File: src/hdl/pba_pkg.sv
// shared types and constants for the pad button autorepeat block
package pba_pkg;

  // number of controller ports kept in the state arrays
  localparam int Ports = 2;

  localparam int WordW = 24;
  localparam int BtnW  = 16;
  localparam int AxisW = 8;
  localparam int CntW  = 5;
  localparam int LvlW  = 7;

  // controller kind codes
  localparam logic [1:0] KindNone    = 2'd0;
  localparam logic [1:0] KindDigital = 2'd1;
  localparam logic [1:0] KindAnalog  = 2'd2;

  // configuration register indexes
  localparam logic [1:0] CfgNtscMode  = 2'd0;
  localparam logic [1:0] CfgPort0Kind = 2'd1;
  localparam logic [1:0] CfgPort1Kind = 2'd2;

  // stick thresholds
  localparam logic [AxisW-1:0] StickHi = 8'hbf;
  localparam logic [AxisW-1:0] StickLo = 8'h40;

  // repeat timing
  localparam logic [CntW-1:0] FirstNtsc    = 5'd25;
  localparam logic [CntW-1:0] FirstPal     = 5'd21;
  localparam logic [CntW-1:0] EarlyNtsc    = 5'd20;
  localparam logic [CntW-1:0] EarlyPal     = 5'd17;
  localparam logic [CntW-1:0] LateNtsc     = 5'd23;
  localparam logic [CntW-1:0] LatePal      = 5'd19;
  localparam logic [CntW-1:0] EarlyRepeats = 5'd20;
  localparam logic [CntW-1:0] HoldMax      = 5'd31;

  // stick direction bits in the pad word
  localparam logic [WordW-1:0] BitRxHi = 24'h080000;
  localparam logic [WordW-1:0] BitRxLo = 24'h040000;
  localparam logic [WordW-1:0] BitRyLo = 24'h010000;
  localparam logic [WordW-1:0] BitRyHi = 24'h020000;
  localparam logic [WordW-1:0] BitLxHi = 24'h800000;
  localparam logic [WordW-1:0] BitLxLo = 24'h400000;
  localparam logic [WordW-1:0] BitLyLo = 24'h100000;
  localparam logic [WordW-1:0] BitLyHi = 24'h200000;

  // one poll beat
  typedef struct packed {
    logic             port_index;
    logic             link_ready;
    logic             read_ok;
    logic [BtnW-1:0]  buttons_raw;
    logic [AxisW-1:0] right_x;
    logic [AxisW-1:0] right_y;
    logic [AxisW-1:0] left_x;
    logic [AxisW-1:0] left_y;
  } poll_t;

  // one result beat
  typedef struct packed {
    logic [WordW-1:0] port_pressed;
    logic [WordW-1:0] all_pressed;
    logic [WordW-1:0] port_held;
    logic [LvlW-1:0]  stick_magnitude;
    logic             poll_ok;
  } res_t;

  // configuration seen by the core
  typedef struct packed {
    logic       ntsc_mode;
    logic [1:0] port0_kind;
    logic [1:0] port1_kind;
  } cfg_t;

endpackage

File: src/hdl/pad_button_autorepeat.sv
// top level of the pad button autorepeat block
//
//  channel | direction | handshake           | payload
//  in_     | input     | in_valid / in_stall   | port_index .. left_y
//  out_    | output    | out_valid / out_stall | port_pressed .. poll_ok
//  cfg_    | input     | cfg_we                | cfg_index, cfg_wdata
//
// a beat lands in the input register, then combinational logic updates the
// port state and loads the result register.
// one beat per cycle is sustained while out_stall is low; the per-port next state is combinational.
// synchronous active-low reset clears the valid flags, port state and port kinds; ntsc_mode resets to 1.
// a stalled result holds; one more beat waits in the input register.
module pad_button_autorepeat import pba_pkg::*; (
  input  logic             clk,
  input  logic             rst_n,
  input  logic             in_valid,
  output logic             in_stall,
  input  logic             in_port_index,
  input  logic             in_link_ready,
  input  logic             in_read_ok,
  input  logic [BtnW-1:0]  in_buttons_raw,
  input  logic [AxisW-1:0] in_right_x,
  input  logic [AxisW-1:0] in_right_y,
  input  logic [AxisW-1:0] in_left_x,
  input  logic [AxisW-1:0] in_left_y,
  output logic             out_valid,
  input  logic             out_stall,
  output logic [WordW-1:0] out_port_pressed,
  output logic [WordW-1:0] out_all_pressed,
  output logic [WordW-1:0] out_port_held,
  output logic [LvlW-1:0]  out_stick_magnitude,
  output logic             out_poll_ok,
  input  logic             cfg_we,
  input  logic [1:0]       cfg_index,
  input  logic [1:0]       cfg_wdata
);

  poll_t in_item;
  poll_t item;
  logic  item_vld;
  logic  out_free;
  logic  go;
  res_t  res;
  res_t  res_r;
  logic  out_vld_r, out_vld_nxt;
  cfg_t  cfg_r;

  assign in_item = '{port_index:  in_port_index,
                     link_ready:  in_link_ready,
                     read_ok:     in_read_ok,
                     buttons_raw: in_buttons_raw,
                     right_x:     in_right_x,
                     right_y:     in_right_y,
                     left_x:      in_left_x,
                     left_y:      in_left_y};

  // result register can take a beat when empty or being drained
  assign out_free = !out_vld_r || !out_stall;
  assign go       = item_vld && out_free;

  pba_in_reg u_in_reg (
    .clk      (clk),
    .rst_n    (rst_n),
    .in_valid (in_valid),
    .in_stall (in_stall),
    .in_item  (in_item),
    .advance  (out_free),
    .vld      (item_vld),
    .item     (item)
  );

  pba_poll_core u_core (
    .clk   (clk),
    .rst_n (rst_n),
    .go    (go),
    .item  (item),
    .cfg   (cfg_r),
    .res   (res)
  );

  // configuration registers
  always_ff @(posedge clk) begin
    if (!rst_n) begin
      cfg_r.ntsc_mode  <= 1'b1;
      cfg_r.port0_kind <= KindNone;
      cfg_r.port1_kind <= KindNone;
    end else if (cfg_we) begin
      case (cfg_index)
        CfgNtscMode:  cfg_r.ntsc_mode  <= cfg_wdata[0];
        CfgPort0Kind: cfg_r.port0_kind <= cfg_wdata;
        CfgPort1Kind: cfg_r.port1_kind <= cfg_wdata;
        default:      cfg_r            <= cfg_r;
      endcase
    end
  end

  // result register valid
  always_comb begin
    out_vld_nxt = out_vld_r;
    if (go) begin
      out_vld_nxt = 1'b1;
    end else if (!out_stall) begin
      out_vld_nxt = 1'b0;
    end
  end

  always_ff @(posedge clk) begin
    if (!rst_n) begin
      out_vld_r <= 1'b0;
    end else begin
      out_vld_r <= out_vld_nxt;
    end
  end

  // result payload
  always_ff @(posedge clk) begin
    if (go) begin
      res_r <= res;
    end
  end

  assign out_valid           = out_vld_r;
  assign out_port_pressed    = res_r.port_pressed;
  assign out_all_pressed     = res_r.all_pressed;
  assign out_port_held       = res_r.port_held;
  assign out_stick_magnitude = res_r.stick_magnitude;
  assign out_poll_ok         = res_r.poll_ok;

endmodule

File: src/hdl/pba_in_reg.sv
// input register stage for poll beats
module pba_in_reg import pba_pkg::*; (
  input  logic  clk,
  input  logic  rst_n,
  input  logic  in_valid,
  output logic  in_stall,
  input  poll_t in_item,
  input  logic  advance,
  output logic  vld,
  output poll_t item
);

  logic  vld_r, vld_nxt;
  poll_t item_r;
  logic  take;

  // hold off only when a beat sits here and cannot move on
  assign in_stall = vld_r && !advance;
  assign take     = in_valid && !in_stall;

  always_comb begin
    vld_nxt = vld_r;
    if (take) begin
      vld_nxt = 1'b1;
    end else if (advance) begin
      vld_nxt = 1'b0;
    end
  end

  always_ff @(posedge clk) begin
    if (!rst_n) begin
      vld_r <= 1'b0;
    end else begin
      vld_r <= vld_nxt;
    end
  end

  // payload capture
  always_ff @(posedge clk) begin
    if (take) begin
      item_r <= in_item;
    end
  end

  assign vld  = vld_r;
  assign item = item_r;

endmodule

File: src/hdl/pba_poll_core.sv
// per-port press detection, stick scan and autorepeat state
module pba_poll_core import pba_pkg::*; (
  input  logic  clk,
  input  logic  rst_n,
  input  logic  go,
  input  poll_t item,
  input  cfg_t  cfg,
  output res_t  res
);

  logic [WordW-1:0] held_r  [Ports];
  logic [WordW-1:0] prev_r  [Ports];
  logic [WordW-1:0] fresh_r [Ports];
  logic [CntW-1:0]  hold_r  [Ports];
  logic [CntW-1:0]  rep_r   [Ports];
  logic             phase_r;
  logic [LvlW-1:0]  level_r;

  logic [WordW-1:0] held_nxt  [Ports];
  logic [WordW-1:0] prev_nxt  [Ports];
  logic [WordW-1:0] fresh_nxt [Ports];
  logic [CntW-1:0]  hold_nxt  [Ports];
  logic [CntW-1:0]  rep_nxt   [Ports];
  logic             phase_nxt;
  logic [LvlW-1:0]  level_nxt;

  logic             p;
  logic [1:0]       kind;
  logic             rd_good;
  logic             scan;
  logic [WordW-1:0] word;
  logic [WordW-1:0] btn_word;
  logic [CntW-1:0]  hold_inc;
  logic [CntW-1:0]  first;
  logic             rx_hi, rx_lo, ry_hi, ry_lo, lx_hi, lx_lo, ly_hi, ly_lo;
  logic [AxisW-1:0] d_rx_hi, d_rx_lo, d_ry_hi, d_ry_lo;
  logic [AxisW-1:0] d_lx_hi, d_lx_lo, d_ly_hi, d_ly_lo;

  assign p       = item.port_index;
  assign kind    = item.port_index ? cfg.port1_kind : cfg.port0_kind;
  assign rd_good = item.link_ready && item.read_ok;
  assign scan    = (kind == KindAnalog) && phase_r;
  assign first   = cfg.ntsc_mode ? FirstNtsc : FirstPal;

  // stick threshold compares and distances
  assign rx_hi = item.right_x >= StickHi;
  assign rx_lo = item.right_x <= StickLo;
  assign ry_hi = item.right_y >= StickHi;
  assign ry_lo = item.right_y <= StickLo;
  assign lx_hi = item.left_x  >= StickHi;
  assign lx_lo = item.left_x  <= StickLo;
  assign ly_hi = item.left_y  >= StickHi;
  assign ly_lo = item.left_y  <= StickLo;

  assign d_rx_hi = item.right_x - StickHi;
  assign d_rx_lo = StickLo - item.right_x;
  assign d_ry_hi = item.right_y - StickHi;
  assign d_ry_lo = StickLo - item.right_y;
  assign d_lx_hi = item.left_x  - StickHi;
  assign d_lx_lo = StickLo - item.left_x;
  assign d_ly_hi = item.left_y  - StickHi;
  assign d_ly_lo = StickLo - item.left_y;

  assign btn_word = {{(WordW-BtnW){1'b0}}, ~item.buttons_raw};

  // pad word and stick level for this poll
  always_comb begin
    word      = btn_word;
    level_nxt = level_r;
    phase_nxt = phase_r;
    if (go && rd_good && kind == KindAnalog) begin
      phase_nxt = ~phase_r;
    end
    if (go && rd_good && scan) begin
      level_nxt = '0;
      if (rx_hi) begin
        word = BitRxHi; level_nxt = d_rx_hi[LvlW-1:0];
      end else if (rx_lo) begin
        word = BitRxLo; level_nxt = d_rx_lo[LvlW-1:0];
      end else if (ry_lo) begin
        word = BitRyLo; level_nxt = d_ry_lo[LvlW-1:0];
      end else if (ry_hi) begin
        word = BitRyHi; level_nxt = d_ry_hi[LvlW-1:0];
      end else if (lx_hi) begin
        word = BitLxHi; level_nxt = d_lx_hi[LvlW-1:0];
      end else if (lx_lo) begin
        word = BitLxLo; level_nxt = d_lx_lo[LvlW-1:0];
      end else if (ly_lo) begin
        word = BitLyLo; level_nxt = d_ly_lo[LvlW-1:0];
      end else if (ly_hi) begin
        word = BitLyHi; level_nxt = d_ly_hi[LvlW-1:0];
      end
    end
  end

  assign hold_inc = (hold_r[p] < HoldMax) ? hold_r[p] + 5'd1 : hold_r[p];

  // press detection and repeat timing for the polled port
  always_comb begin
    held_nxt  = held_r;
    prev_nxt  = prev_r;
    fresh_nxt = fresh_r;
    hold_nxt  = hold_r;
    rep_nxt   = rep_r;
    if (go) begin
      if (!item.link_ready) begin
        fresh_nxt[p] = '0;
      end else if (item.read_ok) begin
        fresh_nxt[p] = word & ~prev_r[p];
        if (prev_r[p] == word) begin
          hold_nxt[p] = hold_inc;
          if (hold_inc >= first) begin
            fresh_nxt[p] = word;
            if (rep_r[p] < EarlyRepeats) begin
              hold_nxt[p] = cfg.ntsc_mode ? EarlyNtsc : EarlyPal;
              rep_nxt[p]  = rep_r[p] + 5'd1;
            end else begin
              hold_nxt[p] = cfg.ntsc_mode ? LateNtsc : LatePal;
            end
          end
        end else begin
          hold_nxt[p] = '0;
          rep_nxt[p]  = '0;
          prev_nxt[p] = word;
        end
        held_nxt[p] = word;
      end
    end
  end

  // result from the updated state
  always_comb begin
    res.all_pressed = '0;
    for (int i = 0; i < Ports; i++) begin
      res.all_pressed = res.all_pressed | fresh_nxt[i];
    end
    res.port_pressed    = fresh_nxt[p];
    res.port_held       = held_nxt[p];
    res.stick_magnitude = level_nxt;
    res.poll_ok         = rd_good;
  end

  always_ff @(posedge clk) begin
    if (!rst_n) begin
      for (int i = 0; i < Ports; i++) begin
        held_r[i]  <= '0;
        prev_r[i]  <= '0;
        fresh_r[i] <= '0;
        hold_r[i]  <= '0;
        rep_r[i]   <= '0;
      end
      phase_r <= 1'b0;
      level_r <= '0;
    end else begin
      held_r  <= held_nxt;
      prev_r  <= prev_nxt;
      fresh_r <= fresh_nxt;
      hold_r  <= hold_nxt;
      rep_r   <= rep_nxt;
      phase_r <= phase_nxt;
      level_r <= level_nxt;
    end
  end

  // early repeat count never passes its cap
  a_rep_cap: assert property (@(posedge clk) disable iff (!rst_n)
    rep_r[0] <= EarlyRepeats && rep_r[1] <= EarlyRepeats)
    else $error("repeat count above cap");

  // a dead link clears that port's fresh presses
  a_link_clear: assert property (@(posedge clk) disable iff (!rst_n)
    go && !item.link_ready |=> fresh_r[$past(item.port_index)] == '0)
    else $error("fresh presses kept on dead link");

  // held words move only on a good read
  a_held_stable: assert property (@(posedge clk) disable iff (!rst_n)
    !(go && rd_good) |=> $stable(held_r[0]) && $stable(held_r[1]))
    else $error("held word changed without a good read");

  // the scan phase toggles only on a good read of an analog port
  a_phase: assert property (@(posedge clk) disable iff (!rst_n)
    !(go && rd_good && kind == KindAnalog) |=> $stable(phase_r))
    else $error("stick phase moved unexpectedly");

endmodule
File: config.mk
export PLATFORM = sky130hd
export DESIGN_NAME = pad_button_autorepeat
export DESIGN_NICKNAME = d
export VERILOG_FILES = /design/src/hdl/pba_pkg.sv /design/src/hdl/pad_button_autorepeat.sv /design/src/hdl/pba_in_reg.sv /design/src/hdl/pba_poll_core.sv
export SDC_FILE = /design/constraint.sdc
export NUM_CORES = 1
export LEC_CHECK = 0
export BUFFER_PORTS_ARGS = -buffer_cell sky130_fd_sc_hd__buf_2
export CAP_MARGIN = 10
export CORE_MARGIN = 2
export CORE_UTILIZATION = 62
export CTS_BUF_LIST = sky130_fd_sc_hd__clkbuf_4
export DETAILED_ROUTE_END_ITERATION = 8
export GPL_TIMING_DRIVEN = 1
export PLACE_DENSITY = 0.83
export SYNTH_ARGS = -nofsm -noshare
export SYNTH_HDL_FRONTEND = slang
export SYNTH_SLANG_ARGS = --single-unit
File: constraint.sdc
create_clock -name clk -period 8.3 [get_ports clk]
set_input_delay 0.415 -clock clk [delete_from_list [all_inputs] [get_ports clk]]
set_output_delay 0.415 -clock clk [all_outputs]
set_load 0.1 [all_outputs]
==> results.sh, run 1 <==
export IMPL_area_growth_synth_to_final_pct=16.7
export IMPL_synthDistinctLibCells=95
export IMPL_initial_core_util_pct=62.4
export IMPL_setup_worst_path_end_class="flip-flop"
export IMPL_buffers_added_on_ports=141
export IMPL_p_int_mw=2.51
export IMPL_wl_per_cell_um=18.4
export IMPL_synth_yosys_warnings=0
export IMPL_drt_initial_drc_count=1564
export IMPL_clock_skew_final_ns=0.0708
export IMPL_power_switching_mw=0.948
export IMPL_die_height_um=157
export IMPL_worstMarginPinSlew_ns=1.07
export IMPL_cts_resized_gates=0
export IMPL_syn_mean_instance_area_sq_um=9.97
export IMPL_core_region_area_sq_um=23300
export IMPL_cp_common_cell="nand2_1"
export IMPL_report_power_total_mw=3.46
export IMPL_critPathArrivalTime_ns=7.29
export IMPL_combPwrFrac_pct=10.4
export IMPL_switching_share_pct=27.4
export IMPL_chipWidth_um=157
export IMPL_synth_flop_cell="dfxtp_1"
export IMPL_number_of_synthesized_register_bits=310
export IMPL_power_per_cell_area_nw_per_um2=204
export IMPL_layout_drive_gt1_share_pct=21.0
export IMPL_detail_route_vias_per_cell=6.11
export IMPL_relSlewSlack_pct=28.6
export IMPL_ys_async_sr_fraction_pct=0
export IMPL_routed_via_count=12500
export IMPL_cp_slowest_cell="a41oi_4"
export IMPL_final_cell_count_no_fill=2039
export IMPL_synth_top_area_share_pct=27.1
export IMPL_clock_root_buffer="clkbuf_4"
export IMPL_final_util_pct=72.9
export IMPL_fmax_mhz=145
export IMPL_power_frac_seq_pct=48.0
export IMPL_timing_final_ws_setup_ns=1.42
export IMPL_dpl_hpwl_mm=23.3
export IMPL_clk_insertion_delay_late_ns=0.73
export IMPL_synth_nets=1553
export IMPL_final_antenna_net_count=0
export IMPL_clkPwrFrac_pct=41.6
export IMPL_finalHoldViolations=0
export IMPL_routabilityCongestion=0.897
export IMPL_placed_cells_incl_taps=1837
export IMPL_maxCapViolCount=0
export IMPL_ir_worst_vdd_uv=143
export IMPL_synth_edff_count=131
export IMPL_timing_hold_ws_ns=0.0380
export IMPL_layout_worst_path_cycle_share_pct=82.9
export IMPL_worst_ep_required_time_ns=8.71
export IMPL_grt_antenna_before_repair=1
export IMPL_max_clock_path_buffers=3
export IMPL_timing_critical_path_max_delay_family="simple AND/OR/NAND/NOR gates"
export IMPL_synth_area_top_cells="edfxtp_1, dfxtp_1, nand2_1"
export IMPL_critical_path_buf_inv_count=3
export IMPL_fin_setup_tns_ns=0
export IMPL_post_synthesis_cell_type_with_the_largest_combined_area="edfxtp_1"
export IMPL_io_pins=142
export IMPL_rsz0062_at_grt="no"
export IMPL_grt_start_max_net_pins=134
export IMPL_placement_row_count=56
export IMPL_grt_pass1_wl_mm=58.2
export IMPL_mappedNetlistArea_sq_um=14500
export IMPL_cts_buffers=79
export IMPL_preCtsSetupSlack_ns=1.78
export IMPL_cells_along_the_critical_path="dlygate4sd3_1, buf_2, nand2_1, nand2_1, clkinv_2, o2111ai_2, a41oi_4, nor2_1, ha_1, nand4_1, nor4_2, nand2_1, nor3_4, nor2_1, a222oi_1, mux2i_1"
export IMPL_period_minus_slack_ns=6.88
export IMPL_type_of_origin_of_the_critical_path="input port"
export IMPL_gr_usage_all_layers_pct=29.6
export IMPL_globalRoute_totalOverflow=0
export IMPL_drt_pass1_iter_count=8
export IMPL_total_leakage_power_nw=6.59
export IMPL_layout_nets=1750
export IMPL_fillers=1621
export IMPL_holdCritPathClass="in2reg"
export IMPL_clkSinkCount=310
export IMPL_die_area_sq_um=24700
export IMPL_detailed_place_area_sq_um=15300
export IMPL_drc_errors=0
export IMPL_finalWirelength_mm=37.6
export IMPL_seq_area_frac_synth_pct=51.8
export IMPL_syn_inst=1457
export IMPL_status="finished, final reports clean"
export IMPL_timing_critical_path_fanout_max=29
export IMPL_slew_violations=0
export IMPL_cts_htree_levels=3
export IMPL_criticalPathCategory="in2reg"
export IMPL_vias_in_the_first_global_route=11500
export IMPL_crit_path_max_incr_delay_ns=0.94
export IMPL_cts_tree="built"
export IMPL_cts_reportedPaths_clkPinSlew_ns=0.08
export IMPL_final_cell_area_sq_um=17000
export IMPL_setup_viol=0
state kept, by name, indices dropped and copies added, names as in the netlist, named ones only:
signal and cells:
u_core.held_r 48, u_core.rep_r 10, u_in_reg.vld 1, out_all_pressed 24, out_port_held 24, out_stick_magnitude 7, u_core.phase_r 1, u_core.hold_r 2
cfg_r 5, out_port_pressed 24, u_core.prev_r 48, u_in_reg.item 51, u_core.level_r 7, out_valid 1, out_poll_ok 1, u_core.fresh_r 48
cell families after synthesis:
group / Yosys count / synth area share (%)
adder cells (fa/ha/maj): 36 / 3.10
AO/OA/AOI/OAI: 353 / 16.2
flip-flops: 310 / 51.8
XOR/XNOR: 21 / 1.27
AND/OR/NAND/NOR: 519 / 17.0
multiplexers: 93 / 6.68
buffers and inverters: 125 / 3.98
metal layers:
metal / wire length, um / up-vias / track usage (%)
met3: 3920 / 74 / 6.94
met2: 17500 / 728 / 46.1
li1: - / 5742 / -
met4: 877 / 0 / 10.2
met1: 15300 / 5924 / 40.7
met5: 0 / - / 0
placed cells by master, fill, tap and decap left out, types with 13 or more instances in the layout:
cell and count:
nand3_1 33, o21ai_0 59, a222oi_1 27, and2_1 22
edfxtp_1 131, buf_2 141, inv_1 31, clkbuf_4 125
ha_1 36, o22ai_1 14, dfxtp_1 179, clkinv_1 13
nor2_1 101, a22oi_1 16, nand2_1 246, a21oi_1 134
mux2i_1 80, dlygate4sd3_1 55, nor3_1 14
cells in the mapped netlist (9+ instances only):
cell type	n
a21oi_1	134
a222oi_1	27
a22oi_1	16
and2_1	22
and3_1	9
clkbuf_1	60
dfxtp_1	179
edfxtp_1	131
ha_1	36
inv_1	31
mux2i_1	80
nand2_1	246
nand3_1	33
nand4_1	10
nor2_1	103
nor2_2	9
nor3_1	14
o211ai_1	11
o21ai_0	59
o22ai_1	14
xnor2_1	12
xor2_1	9
final cells by class:
| cell class | instances | area, sq um | share of cell area, % |
|---|---|---|---|
| Tap cell | 319 | 399 | 2.35 |
| Antenna cell | 1 | 2.50 | 0.0148 |
| Timing Repair Buffer | 205 | 1340 | 7.88 |
| Sequential cell | 310 | 7520 | 44.3 |
| Clock inverter | 21 | 181 | 1.07 |
| Inverter | 36 | 140 | 0.826 |
| Clock buffer | 125 | 938 | 5.53 |
| Multi-Input combinational cell | 1022 | 6440 | 38.0 |
timing repair:
action	in CTS	in global routing
endpoints found under the setup margin	0	0
setup buffers	0	0
hold endpoints to repair	58	0
hold buffers	55	0
power by group through the flow:
stage               logic, mW  clock network, mW  registers (mW)
floorplan               0.152                  0            1.80
global placement        0.326                  0            1.69
detailed placement      0.332                  0            1.69
CTS                     0.354               1.45            1.66
global route            0.379               1.53            1.66
finish                  0.360               1.44            1.66
worst min-delay path: cells and delay by family:
family	cells	cell delay, ns
AOI/OAI and AO/OA	1	0.14
buffers and inverters	1	0.09
and+or+nand+nor	1	0.05
worst paths after layout:
path                                   startpoint                   end  slack [ns]  depth (start not counted)
worst min register to register  u_core.prev_r[41]     u_core.prev_r[41]        0.45                          2
worst max register to register          out_valid  out_port_pressed[10]        1.46                         14
worst max-delay path                    out_stall  out_port_pressed[10]        1.42                         16
worst min-delay path                 cfg_index[0]              cfg_r[4]        0.04                          3
No activity file was read; power rests on OpenSTA's default activity.
==> inputs of run 2 (changes only) <==
==> constraint.sdc (replaced) <==
create_clock -name clk -period 6.8 [get_ports clk]
set_input_delay 0.34 -clock clk [delete_from_list [all_inputs] [get_ports clk]]
set_output_delay 0.34 -clock clk [all_outputs]
set_load 0.1 [all_outputs]
==> results.sh, run 2 (same netlist as run 1, synthesis figures left out) <==
export IMPL_drc_errors=0
export IMPL_cts_reportedPaths_clkPinSlew_ns=0.07
export IMPL_clk_insertion_delay_late_ns=0.76
export IMPL_finalWirelength_mm=38.3
export IMPL_worst_ep_required_time_ns=7.36
export IMPL_layout_nets=1759
export IMPL_layout_worst_path_cycle_share_pct=86.9
export IMPL_wl_per_cell_um=18.7
export IMPL_cts_htree_levels=3
export IMPL_cts_resized_gates=0
export IMPL_core_region_area_sq_um=23300
export IMPL_grt_pass1_wl_mm=59.7
export IMPL_holdCritPathClass="in2reg"
export IMPL_crit_path_max_incr_delay_ns=0.77
export IMPL_total_leakage_power_nw=6.59
export IMPL_max_clock_path_buffers=3
export IMPL_critPathArrivalTime_ns=6.47
export IMPL_timing_critical_path_fanout_max=19
export IMPL_fmax_mhz=169
export IMPL_period_minus_slack_ns=5.91
export IMPL_layout_common_cells="nand2_1, dfxtp_1, buf_2"
export IMPL_slew_violations=0
export IMPL_type_of_origin_of_the_critical_path="flip-flop"
export IMPL_cp_slowest_cell="a41oi_4"
export IMPL_setup_worst_path_end_class="flip-flop"
export IMPL_hold_path_depth=4
export IMPL_die_height_um=157
export IMPL_status="finished, final reports clean"
export IMPL_relSlewSlack_pct=27.9
export IMPL_minimum_setup_slack_among_reg_to_reg_paths_ns=0.89
export IMPL_fin_setup_tns_ns=0
export IMPL_hold_end="cfg_r[3]"
export IMPL_holdBufCountCts=58
export IMPL_ir_worst_vdd_uv=160
export IMPL_hold_path_startpoint="cfg_we"
export IMPL_io_pins=142
export IMPL_routabilityCongestion=0.953
export IMPL_drt_initial_drc_count=1436
export IMPL_worstMarginPinSlew_ns=1.08
export IMPL_power_per_cell_area_nw_per_um2=244
export IMPL_buffers_added_on_ports=141
export IMPL_vias_in_the_first_global_route=11900
export IMPL_critical_path_reg2reg_endpoint="out_port_pressed[15]"
export IMPL_initial_core_util_pct=62.4
export IMPL_gr_usage_all_layers_pct=30.4
export IMPL_clkSinkCount=310
export IMPL_cts_setup_buffers=0
export IMPL_cts_tree="built"
export IMPL_registers_top_by_ff_count="u_in_reg.item"
export IMPL_setup_viol=0
export IMPL_critical_path_reg2reg_startpoint="u_in_reg.item[8]"
export IMPL_timing_final_ws_setup_ns=0.889
export IMPL_maxCapViolCount=0
export IMPL_layout_drive_gt1_share_pct=21.0
export IMPL_chipWidth_um=157
export IMPL_largest_register_ffs=51
export IMPL_clock_root_buffer="clkbuf_4"
export IMPL_finalHoldViolations=0
export IMPL_rsz0062_at_grt="no"
export IMPL_worst_r2r_path_depth=15
export IMPL_final_antenna_net_count=0
export IMPL_criticalPathCategory="reg2reg"
export IMPL_cells_along_the_critical_path="inv_1, ha_1, nor3b_2, nand2_1, and3_1, a41oi_4, nor2_1, ha_1, nand4_1, nor4_2, nand2_1, or3_1, nor3_4, a222oi_1, mux2i_1"
export IMPL_drt_pass1_iter_count=7
export IMPL_dpl_hpwl_mm=23.7
export IMPL_fillers=1610
export IMPL_preCtsSetupSlack_ns=1.06
export IMPL_die_area_sq_um=24700
export IMPL_area_growth_synth_to_final_pct=16.9
export IMPL_layout_commonest_cell="nand2_1"
export IMPL_cts_buffers=78
export IMPL_detail_route_vias_per_cell=6.09
export IMPL_routed_via_count=12500
export IMPL_clock_skew_final_ns=0.0813
export IMPL_grt_start_max_net_pins=134
export IMPL_globalRoute_totalOverflow=0
export IMPL_grt_antenna_before_repair=1
export IMPL_placement_row_count=56
run 2: per-stage QoR:
step           utilization (%)  total power [mW]  hold WS, ns  area (sq um)  cells
2_1_floorplan                -              2.38        0.431         14500   1457
3_3_place_gp              65.9              2.47        0.437         15300   1844
3_5_place_dp              65.9              2.47        0.447         15300   1844
4_1_cts                   73.0              4.13       0.0335         17000   2045
5_1_grt                   73.0              4.27        0.110         17000   2046
6_report                  73.0              4.13       0.0893         17000   2046
run 2: worst max-delay path by stage:
| stage | slack (ns) | start | cells after the start | end |
|---|---|---|---|---|
| finish | 0.89 | u_in_reg.item[8] | 15 | out_port_pressed[15] |
| global route | 0.43 | u_in_reg.item[8] | 15 | out_port_pressed[15] |
| CTS | 1.01 | u_in_reg.item[8] | 15 | out_port_pressed[15] |
| detailed placement | 1.06 | u_in_reg.item[8] | 15 | out_port_pressed[4] |
| global placement | 1.39 | u_in_reg.item[16] | 16 | out_port_pressed[11] |
| floorplan | 0.17 | out_valid | 19 | out_all_pressed[19] |
run 2: cell type report:
type / count / area [sq um] / share of cell area [%]
Sequential cell: 310 / 7520 / 44.3
Antenna cell: 1 / 2.50 / 0.0147
Inverter: 36 / 140 / 0.825
Timing Repair Buffer: 215 / 1420 / 8.36
Clock inverter: 26 / 178 / 1.05
Multi-Input combinational cell: 1022 / 6440 / 37.9
Tap cell: 319 / 399 / 2.35
Clock buffer: 117 / 878 / 5.17
run 2: critical path, delay by kind of cell (launching register included):
family,cells,cell delay [ns]
fa+ha+maj,2,0.54
simple gates,9,3.29
compound gates,2,0.99
flops,1,0.50
mux,1,0.26
buf+inv,1,0.15
run 2: where the power goes:
| part | switching, mW | leakage [nW] | total (mW) | internal [mW] |
|---|---|---|---|---|
| Sequential | 0.0375 | 2.72 | 2.03 | 1.99 |
| Combinational | 0.325 | 3.25 | 0.445 | 0.119 |
| Clock | 0.790 | 0.621 | 1.66 | 0.874 |
run 2: layer usage:
| metal | track usage, % | vias to the layer above | routed length, um |
|---|---|---|---|
| met1 | 40.3 | 5886 | 15500 |
| met4 | 14.8 | 0 | 1340 |
| met2 | 46.7 | 688 | 17600 |
| li1 | - | 5778 | - |
| met3 | 7.90 | 118 | 3790 |
| met5 | 0 | - | 0 |
